File: config.mk
export PLATFORM = sky130hd
export DESIGN_NAME = bresenham_gradient_line
export DESIGN_NICKNAME = d
export VERILOG_FILES = /design/src/hw/rtl/bgl_pkg.sv /design/src/hw/rtl/bgl_div.sv /design/src/hw/rtl/bresenham_gradient_line.sv
export SDC_FILE = /design/constraint.sdc
export NUM_CORES = 1
export LEC_CHECK = 0
export BUFFER_PORTS_ARGS = -buffer_cell sky130_fd_sc_hd__buf_2
export CAP_MARGIN = 25
export CELL_PAD_IN_SITES_DETAIL_PLACEMENT = 2
export CELL_PAD_IN_SITES_GLOBAL_PLACEMENT = 2
export CORE_MARGIN = 2
export CORE_UTILIZATION = 41
export DETAILED_ROUTE_END_ITERATION = 10
export PLACE_DENSITY = 0.84
export SYNTH_ARGS = -nofsm -noshare
export SYNTH_HDL_FRONTEND = slang
export SYNTH_SLANG_ARGS = --single-unit
File: constraint.sdc
create_clock -name clk -period 15.6 [get_ports clk]
set_input_delay 3.12 -clock clk [delete_from_list [all_inputs] [get_ports clk]]
set_output_delay 3.12 -clock clk [all_outputs]
set_load 0.02 [all_outputs]
File: src/hw/rtl/bgl_pkg.sv
// Shared types and constants for the gradient line generator.
// Used by bgl_div, bresenham_gradient_line, bgl_pixel_checker and testbench; no dependencies.
`timescale 1ns / 1ps

package bgl_pkg;

  localparam int COORD_BITS = 12;
  localparam int FRAC_BITS  = 16;
  localparam int COLOR_BITS = 8;
  localparam int NUM_CH     = 3;
  localparam int CH_W       = 2;

  // color accumulator: unsigned Q8.FRAC, slope: signed Q8.FRAC plus sign
  localparam int ACC_W   = COLOR_BITS + FRAC_BITS;
  localparam int SLOPE_W = ACC_W + 1;

  // divider: color delta << FRAC over the major span
  localparam int NUM_W = COLOR_BITS + FRAC_BITS;
  localparam int REM_W = COORD_BITS + 1;
  localparam int CNT_W = $clog2(NUM_W + 1);

  localparam int ERR_W = COORD_BITS + 1;

  localparam int IN_DATA_W  = 4 * COORD_BITS + 2 * NUM_CH * COLOR_BITS;
  localparam int OUT_DATA_W = 2 * COORD_BITS + NUM_CH * COLOR_BITS;

  typedef enum logic {
    OP_START = 1'b0,
    OP_STEP  = 1'b1
  } op_t;

  typedef enum logic [1:0] {
    ST_IDLE,
    ST_LAUNCH,
    ST_WAIT
  } state_t;

  typedef struct packed {
    logic                  start;
    logic [NUM_W-1:0]      num;
    logic [COORD_BITS-1:0] den;
  } div_req_t;

  typedef struct packed {
    logic             done;
    logic [NUM_W-1:0] quo;
  } div_rsp_t;

endpackage

File: src/hw/rtl/bgl_div.sv
// Restoring unsigned divider, one quotient bit per cycle.
// Shared by the three color slope computations. Depends on bgl_pkg.
`timescale 1ns / 1ps

module bgl_div (
  input  logic              clk,
  input  logic              rst,
  input  bgl_pkg::div_req_t req,
  output bgl_pkg::div_rsp_t rsp
);

  logic                           busy;
  logic                           done;
  logic [bgl_pkg::CNT_W-1:0]      cnt;
  logic [bgl_pkg::REM_W-1:0]      rem;
  logic [bgl_pkg::REM_W-1:0]      rem_next;
  logic [bgl_pkg::NUM_W-1:0]      quo;
  logic [bgl_pkg::COORD_BITS-1:0] den;
  logic [bgl_pkg::REM_W-1:0]      rem_sh;
  logic [bgl_pkg::REM_W:0]        trial;
  logic                           q_bit;

  always_comb begin
    rem_sh   = {rem[bgl_pkg::REM_W-2:0], quo[bgl_pkg::NUM_W-1]};
    trial    = {1'b0, rem_sh} - {2'b00, den};
    q_bit    = ~trial[bgl_pkg::REM_W];
    rem_next = q_bit ? trial[bgl_pkg::REM_W-1:0] : rem_sh;
  end

  always_ff @(posedge clk) begin
    if (rst) begin
      busy <= 1'b0;
      done <= 1'b0;
      cnt  <= '0;
    end else begin
      done <= 1'b0;
      if (req.start) begin
        busy <= 1'b1;
        cnt  <= bgl_pkg::CNT_W'(bgl_pkg::NUM_W);
      end else if (busy) begin
        cnt <= cnt - 1'b1;
        if (cnt == bgl_pkg::CNT_W'(1)) begin
          busy <= 1'b0;
          done <= 1'b1;
        end
      end
    end
  end

  // dividend shifts out the top while quotient bits shift in below
  always_ff @(posedge clk) begin
    if (req.start) begin
      rem <= '0;
      quo <= req.num;
      den <= req.den;
    end else if (busy) begin
      rem <= rem_next;
      quo <= {quo[bgl_pkg::NUM_W-2:0], q_bit};
    end
  end

  assign rsp.done = done;
  assign rsp.quo  = quo;

endmodule

File: src/hw/rtl/bresenham_gradient_line.sv
// Bresenham line stepper with per-channel linear color interpolation.
// A step transaction yields its pixel on m_tdata in the cycle after acceptance.
// Throughput: one pixel per cycle while m_tready stays high.
// A start transaction with a nonzero major span holds s_tready low while
// the shared one-bit-per-cycle slope divider runs once for each of the 3 channels.
// Synchronous active-high rst: idle, no line in progress, output empty.
`timescale 1ns / 1ps

module bresenham_gradient_line (
  input  logic                           clk,
  input  logic                           rst,
  input  logic                           s_tvalid,
  output logic                           s_tready,
  // start_x, start_y, end_x, end_y, start_red, start_green, start_blue,
  // end_red, end_green, end_blue
  input  logic [bgl_pkg::IN_DATA_W-1:0]  s_tdata,
  // op
  input  logic                           s_tuser,
  output logic                           m_tvalid,
  input  logic                           m_tready,
  // pixel_x, pixel_y, red, green, blue
  output logic [bgl_pkg::OUT_DATA_W-1:0] m_tdata,
  output logic                           m_tlast
);

  localparam int CB = 4 * bgl_pkg::COORD_BITS;
  localparam int CE = CB + bgl_pkg::NUM_CH * bgl_pkg::COLOR_BITS;

  bgl_pkg::state_t   state, state_next;
  bgl_pkg::div_req_t div_req;
  bgl_pkg::div_rsp_t div_rsp;

  logic in_acc, is_start, is_step;

  // line state
  logic                                active;
  logic                                steep_flag;
  logic [bgl_pkg::COORD_BITS-1:0]      major_pos, major_end, minor_pos;
  logic                                minor_down;
  logic [bgl_pkg::COORD_BITS-1:0]      major_span, minor_span;
  logic signed [bgl_pkg::ERR_W-1:0]    error_term;
  logic [bgl_pkg::ACC_W-1:0]           color_accum [bgl_pkg::NUM_CH];
  logic [bgl_pkg::SLOPE_W-1:0]         color_slope [bgl_pkg::NUM_CH];
  logic [bgl_pkg::COLOR_BITS-1:0]      col_near    [bgl_pkg::NUM_CH];
  logic [bgl_pkg::COLOR_BITS-1:0]      col_far     [bgl_pkg::NUM_CH];
  logic [bgl_pkg::CH_W-1:0]            ch;
  logic                                div_neg;

  // setup
  logic [bgl_pkg::COORD_BITS-1:0] sx, sy, ex, ey, adx, ady;
  logic [bgl_pkg::COORD_BITS-1:0] amaj0, amin0, bmaj0, bmin0;
  logic [bgl_pkg::COORD_BITS-1:0] amaj, amin, bmaj, bmin;
  logic [bgl_pkg::COORD_BITS-1:0] span_in, mspan_in;
  logic [bgl_pkg::COLOR_BITS-1:0] in_ca [bgl_pkg::NUM_CH];
  logic [bgl_pkg::COLOR_BITS-1:0] in_cb [bgl_pkg::NUM_CH];
  logic                           steep_in, swap_in;

  // divider operand
  logic [bgl_pkg::COLOR_BITS:0]   cdiff;
  logic [bgl_pkg::COLOR_BITS-1:0] cmag;

  // stepping
  logic                           last_pix;
  logic signed [bgl_pkg::ERR_W-1:0] err_sub;
  logic [bgl_pkg::COORD_BITS-1:0] px, py;

  always_comb begin
    sx = s_tdata[bgl_pkg::COORD_BITS-1:0];
    sy = s_tdata[2*bgl_pkg::COORD_BITS-1 -: bgl_pkg::COORD_BITS];
    ex = s_tdata[3*bgl_pkg::COORD_BITS-1 -: bgl_pkg::COORD_BITS];
    ey = s_tdata[4*bgl_pkg::COORD_BITS-1 -: bgl_pkg::COORD_BITS];
    for (int i = 0; i < bgl_pkg::NUM_CH; i++) begin
      in_ca[i] = s_tdata[CB + i*bgl_pkg::COLOR_BITS +: bgl_pkg::COLOR_BITS];
      in_cb[i] = s_tdata[CE + i*bgl_pkg::COLOR_BITS +: bgl_pkg::COLOR_BITS];
    end
    adx      = (sx > ex) ? sx - ex : ex - sx;
    ady      = (sy > ey) ? sy - ey : ey - sy;
    steep_in = ady > adx;
    amaj0    = steep_in ? sy : sx;
    amin0    = steep_in ? sx : sy;
    bmaj0    = steep_in ? ey : ex;
    bmin0    = steep_in ? ex : ey;
    swap_in  = amaj0 > bmaj0;
    amaj     = swap_in ? bmaj0 : amaj0;
    amin     = swap_in ? bmin0 : amin0;
    bmaj     = swap_in ? amaj0 : bmaj0;
    bmin     = swap_in ? amin0 : bmin0;
    span_in  = bmaj - amaj;
    mspan_in = (amin > bmin) ? amin - bmin : bmin - amin;
  end

  always_comb begin
    cdiff = {1'b0, col_far[ch]} - {1'b0, col_near[ch]};
    cmag  = cdiff[bgl_pkg::COLOR_BITS] ? bgl_pkg::COLOR_BITS'(-cdiff)
                                       : cdiff[bgl_pkg::COLOR_BITS-1:0];
  end

  always_comb begin
    last_pix = bgl_pkg::COORD_BITS'(major_pos + 1'b1) == major_end;
    err_sub  = error_term - $signed({1'b0, minor_span});
    px       = steep_flag ? minor_pos : major_pos;
    py       = steep_flag ? major_pos : minor_pos;
  end

  // sequencer
  always_ff @(posedge clk) begin
    if (rst) state <= bgl_pkg::ST_IDLE;
    else     state <= state_next;
  end

  always_comb begin
    state_next    = state;
    s_tready      = 1'b0;
    div_req.start = 1'b0;
    div_req.num   = {cmag, {bgl_pkg::FRAC_BITS{1'b0}}};
    div_req.den   = major_span;
    unique case (state)
      bgl_pkg::ST_IDLE: begin
        s_tready = !m_tvalid || m_tready;
        if (s_tvalid && s_tready && s_tuser == bgl_pkg::OP_START && span_in != '0)
          state_next = bgl_pkg::ST_LAUNCH;
      end
      bgl_pkg::ST_LAUNCH: begin
        div_req.start = 1'b1;
        state_next    = bgl_pkg::ST_WAIT;
      end
      bgl_pkg::ST_WAIT: begin
        if (div_rsp.done)
          state_next = (ch == bgl_pkg::CH_W'(bgl_pkg::NUM_CH - 1)) ? bgl_pkg::ST_IDLE
                                                                   : bgl_pkg::ST_LAUNCH;
      end
      default: state_next = bgl_pkg::ST_IDLE;
    endcase
  end

  assign in_acc   = s_tvalid && s_tready;
  assign is_start = in_acc && s_tuser == bgl_pkg::OP_START;
  assign is_step  = in_acc && s_tuser == bgl_pkg::OP_STEP && active;

  bgl_div u_div (
    .clk (clk),
    .rst (rst),
    .req (div_req),
    .rsp (div_rsp)
  );

  // control state
  always_ff @(posedge clk) begin
    if (rst) begin
      active   <= 1'b0;
      m_tvalid <= 1'b0;
      ch       <= '0;
    end else begin
      if (is_step) m_tvalid <= 1'b1;
      else if (m_tready) m_tvalid <= 1'b0;
      if (is_start) begin
        active <= span_in != '0;
        ch     <= '0;
      end else if (is_step && last_pix) begin
        active <= 1'b0;
      end
      if (state == bgl_pkg::ST_WAIT && div_rsp.done) ch <= ch + 1'b1;
    end
  end

  // line datapath
  always_ff @(posedge clk) begin
    if (is_start) begin
      steep_flag <= steep_in;
      major_pos  <= amaj;
      major_end  <= bmaj;
      minor_pos  <= amin;
      major_span <= span_in;
      minor_span <= mspan_in;
      minor_down <= !(amin < bmin);
      error_term <= $signed({1'b0, span_in >> 1});
      for (int i = 0; i < bgl_pkg::NUM_CH; i++) begin
        col_near[i]    <= swap_in ? in_cb[i] : in_ca[i];
        col_far[i]     <= swap_in ? in_ca[i] : in_cb[i];
        color_accum[i] <= {swap_in ? in_cb[i] : in_ca[i], {bgl_pkg::FRAC_BITS{1'b0}}};
        color_slope[i] <= '0;
      end
    end else if (is_step) begin
      m_tdata <= {color_accum[2][bgl_pkg::ACC_W-1 -: bgl_pkg::COLOR_BITS],
                  color_accum[1][bgl_pkg::ACC_W-1 -: bgl_pkg::COLOR_BITS],
                  color_accum[0][bgl_pkg::ACC_W-1 -: bgl_pkg::COLOR_BITS],
                  py, px};
      m_tlast <= last_pix;
      if (err_sub[bgl_pkg::ERR_W-1]) begin
        minor_pos  <= minor_down ? minor_pos - 1'b1 : minor_pos + 1'b1;
        error_term <= err_sub + $signed({1'b0, major_span});
      end else begin
        error_term <= err_sub;
      end
      // accumulator stays inside the endpoint colors, so wrap never occurs
      for (int i = 0; i < bgl_pkg::NUM_CH; i++)
        color_accum[i] <= color_accum[i] + color_slope[i][bgl_pkg::ACC_W-1:0];
      major_pos <= major_pos + 1'b1;
    end
    if (state == bgl_pkg::ST_LAUNCH)
      div_neg <= cdiff[bgl_pkg::COLOR_BITS];
    if (state == bgl_pkg::ST_WAIT && div_rsp.done)
      color_slope[ch] <= div_neg ? bgl_pkg::SLOPE_W'(-{1'b0, div_rsp.quo})
                                 : {1'b0, div_rsp.quo};
  end

  a_pos_in_range: assert property (@(posedge clk) disable iff (rst)
    active |-> major_pos < major_end)
    else $error("major position ran past the line end");

  a_err_bound: assert property (@(posedge clk) disable iff (rst)
    active |-> (!error_term[bgl_pkg::ERR_W-1] &&
                error_term[bgl_pkg::COORD_BITS-1:0] < major_span))
    else $error("error term out of bounds");

  a_minor_le_major: assert property (@(posedge clk) disable iff (rst)
    active |-> minor_span <= major_span)
    else $error("minor span exceeds major span");

  a_done_in_wait: assert property (@(posedge clk) disable iff (rst)
    div_rsp.done |-> state == bgl_pkg::ST_WAIT)
    else $error("divider finished outside wait state");

  a_last_ends_line: assert property (@(posedge clk) disable iff (rst)
    (is_step && last_pix) |=> (!active && m_tvalid && m_tlast))
    else $error("final pixel did not end the line");

endmodule

==> results.toml, run 1 <==
[critical_path]
critPathLaunchType = "primary input"
rr_endpoint = "color_accum[0][22]$_DFFE_PP_"
end_kind = "flip-flop"
crit_family = "compound AO/OA/AOI/OAI gates"
path_common_cell = "a21o_1"
required_ps = 16050
critPathMaxStageDelay_ps = 540
r2r_start = "color_slope[0][0]$_SDFFCE_PN0P_"
regToRegSetupSlack_ps = 10210
crit_type = "primary input to flip-flop"
r2r_cells = 16
cp_max_fo = 26
crit_path_top_delay_cell = "mux2i_1"
worstPathArrival_ps = 15140
crit_buf_inv = 8

[global_route]
grt_pass1_wl_mm = 161
grt_max_degree = 81
grt_use_met1 = 0.356
grt_use_met3 = 0.0347
track_usage = 0.320
antenna_found_initial = 3
met2_usage = 0.607
grt_pass1_vias = 24849
busiest_layer = "met2"
gr-total-overflow = 0

[cts]
clock_path_buffers = 3
clk_latency_ps = 610
tritoncts = "done"
clock-sinks = 380
cts_made_buffers = 45
clk_pin_slew_ps = 60
htreeDepth = 2
clock-root-buffer = "clkbuf_16"

[run]
timing.max_cap.violations = 0

[final_layout]
mostFrequentLayoutCells = "335 x edfxtp_1, 326 x nor2_1, 247 x a21oi_1"
nFillCells = 6618
final_common_cell = "edfxtp_1"
drive_above_1_share = 0.138
fin_nets = 3131
syn2layout_area_growth_pct = 13.0

[route]
vias_per_cell = 6.06
wl_per_cell_um = 30.2
wirelength_mm = 111
drt-pass1-iter-count = 5
antenna_left = 0
drt-initial-drc-count = 1556
drc = 0
route.vias.total = 22270

[yosys]
synth.distinct_cells = 88
ys_ff_latch = 380
synth-async-reset-ratio = 0
netlist_area_um2 = 26000
synth_nets = 2978
synth_seq_area_share = 0.422
syn_avg_cell_area_um2 = 9.83
synthCells = 2640
yosys_warnings = 0
synth_edf_count = 335
synth_ff_type = "edfxtp_1"

[place]
io_buffers = 151
place_congestion = 0.991
dp_hpwl_mm = 73.7
dp_slack_ps = 133

[hold_path]
hold_path.startpoint = "color_accum[0][20]$_DFFE_PP_"
hold_path_class = "flip-flop to flip-flop"
holdPathStages = 0
min_delay_worst_endpoint = "m_tdata[28]$_DFFE_PP_"

[die]
die-area_um2 = 65300
core_area_um2 = 62900
start_util = 0.413
ios = 152
rows = 92
die_h_um = 256
die_x_um = 256

[power_and_ir_drop]
vdd_drop_max_v = 0.000359
p_leak_nw = 12.1
power_density_nw_per_um2 = 272
total_power_mw = 7.98

[sta]
max_slew_margin = 0.238
grt_setup_unrepaired = "false"
setup_slack_ps = 917
skew_ps = 36.3
finalCritPeriodShare = 0.941
drv_slew = 0
max_freq_mhz = 68.1
setup_viol = 0
timing.final.crit_period_ps = 14680
hold_violations = 0
setup-tns-final_ps = 0
tightest_slew_ps = 1110

[outcome]
run_status = "completed"
timing repair:
item	in CTS	in global routing
hold buffers	0	0
gates resized for setup	0	1
endpoints found under the setup margin	0	3
setup buffers	0	4
power by group:
group | switching (mW) | internal [mW] | leakage, nW
Clock | 0.484 | 0.580 | 0.671
Sequential | 0.133 | 1.50 | 3.52
Combinational | 3.33 | 1.96 | 7.90
final cells by class:
class,instances,area [µm²],share of cell area
diodes,1,2.50,0.0000854
clock buffers,60,1210,0.0414
clock inverters,20,159,0.00542
inverters,201,762,0.0260
multi-input cells,1961,13900,0.473
flip-flops and latches,380,11000,0.374
well taps,846,1060,0.0361
repair buffers,204,1280,0.0438
worst max path at each step:
stage,startpoint,end,slack [ps],cells after the start
after floorplan,s_tdata[12],minor_span[9]$_DFFE_PP_,1120,55
after global placement,s_tdata[12],minor_span[9]$_DFFE_PP_,660,53
after detailed placement,s_tdata[12],minor_span[9]$_DFFE_PP_,130,53
after CTS,s_tdata[12],minor_span[9]$_DFFE_PP_,700,53
after global routing,s_tdata[0],minor_span[9]$_DFFE_PP_,40,58
final,s_tdata[12],minor_span[9]$_DFFE_PP_,920,54
per-layer routing:
| metal | up-vias | routed length (µm) |
|---|---|---|
| met1 | 11460 | 42000 |
| met2 | 777 | 58500 |
| met4 | 2 | 5960 |
| met5 | - | 11 |
| li1 | 9747 | - |
| met3 | 284 | 4430 |
Yosys cell counts, types with 76 or more instances:
| master | instances | share of area |
|---|---|---|
| a21oi_1 | 247 | 0.048 |
| mux2_2 | 81 | 0.035 |
| inv_1 | 198 | 0.029 |
| nand2_1 | 145 | 0.021 |
| mux2i_1 | 100 | 0.039 |
| clkbuf_1 | 76 | 0.011 |
| edfxtp_1 | 335 | 0.39 |
| o21ai_0 | 136 | 0.026 |
| ha_1 | 223 | 0.11 |
| xor2_1 | 87 | 0.029 |
| nor2_1 | 326 | 0.047 |
| xnor2_1 | 91 | 0.031 |
kinds of logic (layout without fill, tap and decap cells):
kind of cell,after synthesis,in the layout,synth area share
other,0,1,0
buffers and inverters,299,485,0.0441
AND/OR/NAND/NOR,725,725,0.126
AO/OA/AOI/OAI,636,636,0.153
multiplexers,183,183,0.0752
XOR/XNOR,179,179,0.0607
adder cells (fa/ha/maj),238,238,0.119
flip-flops,380,380,0.422
worst register-to-register path: cells and delay by family, from the launching register on:
| family | cells | cell delay [ps] |
|---|---|---|
| simple gates | 2 | 240 |
| compound gates | 10 | 3780 |
| flops | 1 | 370 |
| fa+ha+maj | 2 | 430 |
| xor+xnor | 1 | 230 |
| buf+inv | 1 | 80 |
per-stage QoR:
stage | hold slack, ps | util | std cells | instance area [µm²]
floorplan | 431 | - | 2640 | 26000
global placement | 433 | 0.441 | 3580 | 27700
detailed placement | 451 | 0.442 | 3583 | 27800
CTS | 465 | 0.464 | 3663 | 29200
global route | 475 | 0.466 | 3673 | 29300
finish | 461 | 0.466 | 3673 | 29300
registers in the layout, indices dropped and copies added (netlist names), 2 cells and up, named ones only:
signal and count:
color_accum 72, color_slope 72, m_tdata 48, col_far 24, col_near 24, u_div.quo 24, error_term 13, major_end 12
major_pos 12, major_span 12, minor_pos 12, minor_span 12, u_div.den 12, u_div.rem 12, u_div.cnt 5, ch 2
state 2
(Power assumes the default switching activity.)
==> run 2: changes to the inputs <==
PLACE_DENSITY = not set   (was 0.84)
PLACE_DENSITY_LB_ADDON = 0.1   (was not set)
==> run 2 against run 1 <==
Net effect:
- largest cell class unchanged
- critical path type unchanged
- worst hold slack worse by 3.8 ps
- largest power group unchanged
- combinational power is 5.7% lower
- clock skew is 17 ps lower
==> results.toml, run 2 (synthesized netlist as in run 1, its figures left out) <==
[outcome]
run_status = "completed"

[die]
die-area_um2 = 65300
rows = 92
die_x_um = 256
start_util = 0.413
ios = 152
core_area_um2 = 62900
die_h_um = 256

[sta]
max_freq_mhz = 68.2
setup-tns-final_ps = 0
max_slew_margin = 0.304
grt_setup_unrepaired = "false"
setup_viol = 0
skew_ps = 19.4
finalCritPeriodShare = 0.941
hold_violations = 0
timing.final.crit_period_ps = 14670
tightest_slew_ps = 1040
drv_slew = 0

[route]
drc = 0
antenna_left = 0
route.vias.total = 20736
drt-initial-drc-count = 903
wl_per_cell_um = 24.1
vias_per_cell = 5.64
drt-pass1-iter-count = 5
wirelength_mm = 88.5

[power_and_ir_drop]
p_leak_nw = 12.1
vdd_drop_max_v = 0.000186
power_density_nw_per_um2 = 260

[global_route]
grt_use_met3 = 0.0239
met2_usage = 0.519
grt_pass1_vias = 23355
track_usage = 0.267
grt_max_degree = 78
gr-total-overflow = 0
grt_use_met1 = 0.299
antenna_found_initial = 0
grt_pass1_wl_mm = 137
busiest_layer = "met2"

[cts]
tritoncts = "done"
clock_path_buffers = 3
clk_pin_slew_ps = 60
clock-sinks = 380
htreeDepth = 2
cts_made_buffers = 45
clock-root-buffer = "clkbuf_16"
cts_hold_buf = 0
clk_latency_ps = 580
cts_resized = 0
post-cts-setup-buffers = 0

[run]
timing.max_cap.violations = 0

[critical_path]
crit_family = "compound AO/OA/AOI/OAI gates"
end_kind = "flip-flop"
critPathMaxStageDelay_ps = 540
regToRegSetupSlack_ps = 11030
path_common_cell = "a21o_1"
crit_type = "primary input to flip-flop"
required_ps = 16020
critPathLaunchType = "primary input"
crit_buf_inv = 7
crit_path_top_delay_cell = "mux2i_1"
worstPathArrival_ps = 15090
cp_max_fo = 24

[final_layout]
reg_top3 = "color_accum x72, color_slope x72, m_tdata x48"
fin_nets = 3131
final_common_cell = "edfxtp_1"
drive_above_1_share = 0.138
mostFrequentLayoutCells = "335 x edfxtp_1, 326 x nor2_1, 247 x a21oi_1"
nFillCells = 6673
instances_no_fill = 3675
diodes = 0
syn2layout_area_growth_pct = 12.9

[place]
dp_cells = 3588
place_congestion = 0.921
io_buffers = 151
dp_hpwl_mm = 69.3

[hold_path]
hold_path_class = "flip-flop to flip-flop"
==> run 2: worst reg2reg max path: stages (launching register included) <==
cell and delay, ps:
edfxtp_1 370, ha_1 220, inv_1 70, fa_1 200
nor2b_1 70, o21ai_0 140, nand2b_1 100, a21oi_1 170
o21bai_1 110, a21oi_1 280, o2111ai_1 270, a311o_1 430
a2111oi_0 790, o31ai_1 270, o41ai_1 480, xor2_1 220
a21oi_1 90
==> run 2: final cells by class <==
class | instances | area [µm²] | area share
well taps | 846 | 1060 | 0.0361
inverters | 201 | 762 | 0.0260
clock buffers | 63 | 1250 | 0.0425
flip-flops and latches | 380 | 11000 | 0.374
multi-input cells | 1961 | 13900 | 0.473
repair buffers | 204 | 1230 | 0.0419
clock inverters | 20 | 173 | 0.00589
==> run 2: per-stage QoR <==
step | worst slack (ps) | instance area [µm²] | total power [mW] | utilization | hold slack (ps)
floorplan | 1120 | 26000 | 4.97 | - | 431
global placement | 826 | 27800 | 6.35 | 0.442 | 434
detailed placement | 489 | 27800 | 6.57 | 0.442 | 445
CTS | 1020 | 29200 | 7.67 | 0.465 | 459
global route | 79.1 | 29300 | 8.21 | 0.466 | 466
finish | 928 | 29300 | 7.63 | 0.466 | 457
==> run 2: where the power goes <==
part	switching, mW	leakage [nW]	internal, mW
clock network	0.437	0.696	0.594
logic	3.04	7.89	1.95
registers	0.108	3.52	1.50
total	3.58	12.1	4.04
==> run 2: worst paths after layout <==
path / start / end / depth (start not counted)
worst min-delay path: color_accum[0][16]$_DFFE_PP_ / m_tdata[24]$_DFFE_PP_ / 0
worst max register to register: color_slope[0][0]$_SDFFCE_PN0P_ / color_accum[0][22]$_DFFE_PP_ / 16
worst max-delay path: s_tdata[12] / minor_span[9]$_DFFE_PP_ / 53
worst min register to register: color_accum[0][16]$_DFFE_PP_ / m_tdata[24]$_DFFE_PP_ / 0
==> run 2: metal layers <==
metal / vias to the layer above / share of wire
met1: 10510 / 0.40
li1: 9750 / -
met3: 146 / 0.022
met2: 330 / 0.54
met5: - / 0
met4: 0 / 0.039
==> run 3: changes to the inputs <==
CORE_ASPECT_RATIO = 1.5   (was not set)
==> run 3 against run 2 <==
Net effect:
- largest power group unchanged
- die area is essentially flat
- combinational power grew 4.2%
- setup slack lost 77 ps
- flip-flop and latch count is the same
- non-clock buffer count grew 13
- clock skew shrank 7.1 ps
- via count grew 1.6%
- sequential share of layout area grew 0.14 points
- cell area shrank 0.36%
- core utilization shrank 0.22 points
==> results.toml, run 3 (synthesized netlist as in run 1, its figures left out) <==
[outcome]
run_status = "completed"

[critical_path]
crit_type = "primary input to flip-flop"
startpoint = "s_tdata[12]"
end_kind = "flip-flop"
critPathLaunchType = "primary input"
cp_max_fo = 14
critPathMaxStageDelay_ps = 410
path_common_cell = "a21o_1"
worstPathArrival_ps = 15070
r2r_start = "color_slope[0][0]$_SDFFCE_PN0P_"
required_ps = 15920
crit_path_top_delay_cell = "a221o_1"

[sta]
drv_slew = 0
max_slew_margin = 0.345
max_freq_mhz = 67.8
setup_viol = 0
skew_ps = 12.4
timing.final.crit_period_ps = 14750
hold_violations = 0
tightest_slew_ps = 982
holdWs_ps = 462
finalCritPeriodShare = 0.945

[global_route]
grt_max_degree = 71
grt_pass1_wl_mm = 146
antenna_found_initial = 2
track_usage = 0.295
gr-total-overflow = 0
grt_pass1_vias = 24023

[final_layout]
syn2layout_area_growth_pct = 12.5
final_util = 0.464
mostFrequentLayoutCells = "335 x edfxtp_1, 326 x nor2_1, 247 x a21oi_1"
final_common_cell = "edfxtp_1"
reg_top3 = "color_accum x72, color_slope x72, m_tdata x48"
drive_above_1_share = 0.142
fin_nets = 3141
ff_latch_area_um2 = 11000
nFillCells = 6657
multi_input_area_um2 = 13900
fin_area_um2 = 29200

[cts]
tritoncts = "done"
cts_made_buffers = 40
cts_hold_buf = 0
htreeDepth = 2
clock-root-buffer = "clkbuf_16"
clock_path_buffers = 3
clock-sinks = 380
clk_latency_ps = 580
clk_pin_slew_ps = 60

[route]
wl_per_cell_um = 26.6
vias_per_cell = 5.79
drt-pass1-iter-count = 4
drc = 0
drt-initial-drc-count = 832
wirelength_mm = 97.0
antenna_left = 0
route.vias.total = 21068

[place]
dp_hpwl_mm = 76.8
io_buffers = 151
place_congestion = 0.923
place_area_um2 = 27900

[power_and_ir_drop]
power_density_nw_per_um2 = 266
vdd_drop_max_v = 0.000386
p_leak_nw = 12.1

[die]
die-area_um2 = 65400
rows = 113
start_util = 0.412
ios = 152
die_x_um = 209
die_h_um = 312
core_area_um2 = 62900

[hold_path]
hold_path.startpoint = "major_span[10]$_DFFE_PP_"
hold_path_class = "flip-flop to flip-flop"

[run]
timing.max_cap.violations = 0
run 3: final cells by class:
class | instances | share of cell area
antenna | 1 | 0.0000857
timing repair buffer | 217 | 0.0447
tap | 805 | 0.0345
clock inverter | 10 | 0.00184
sequential | 380 | 0.375
inverter | 201 | 0.0261
multi-input combinational | 1963 | 0.477
clock buffer | 64 | 0.0405
run 3: critical path, delay by kind of cell:
kind / cells / cell delay (ps)
compound gates: 28 / 6310
xor+xnor: 2 / 300
fa+ha+maj: 6 / 2070
buf+inv: 5 / 860
mux: 3 / 1040
simple gates: 7 / 1380
run 3: final timing paths:
check | endpoint | slack, ps | cells past startpoint
max reg2reg | color_accum[0][22]$_DFFE_PP_ | 10840 | 16
max | minor_span[10]$_DFFE_PP_ | 850 | 51
min | u_div.den[10]$_DFFE_PP_ | 460 | 0
min reg2reg | u_div.den[10]$_DFFE_PP_ | 460 | 0
run 3: per-stage QoR:
| step | TNS (ps) | power, mW | std cells | setup slack (ps) |
|---|---|---|---|---|
| 2_1_floorplan | 0 | 4.97 | 2640 | 1120 |
| 5_1_grt | -18.1 | 8.27 | 3641 | -18.1 |
| 3_3_place_gp | 0 | 6.51 | 3557 | 381 |
| 4_1_cts | 0 | 7.77 | 3635 | 568 |
| 3_5_place_dp | -16.1 | 6.74 | 3561 | -16.1 |
| 6_report | 0 | 7.77 | 3641 | 850 |
run 3: timing repair:
action / in CTS / in global routing
endpoints found under the setup margin: 0 / 6
setup buffers: 0 / 2
gates resized for setup: 0 / 6
run 3: layer usage:
| layer | global-route usage | vias to the layer above | wire, µm |
|---|---|---|---|
| li1 | - | 9761 | - |
| met1 | 0.280 | 10659 | 32900 |
| met2 | 0.610 | 425 | 55900 |
| met3 | 0.0251 | 223 | 2160 |
| met4 | 0.162 | 0 | 6000 |
| met5 | 0 | - | 0 |
run 3: report_power, final:
group	total [mW]	internal, mW	leakage (nW)	switching, mW
clock network	0.950	0.522	0.607	0.428
logic	5.19	1.96	7.94	3.23
registers	1.63	1.50	3.52	0.130
total	7.77	3.98	12.1	3.79
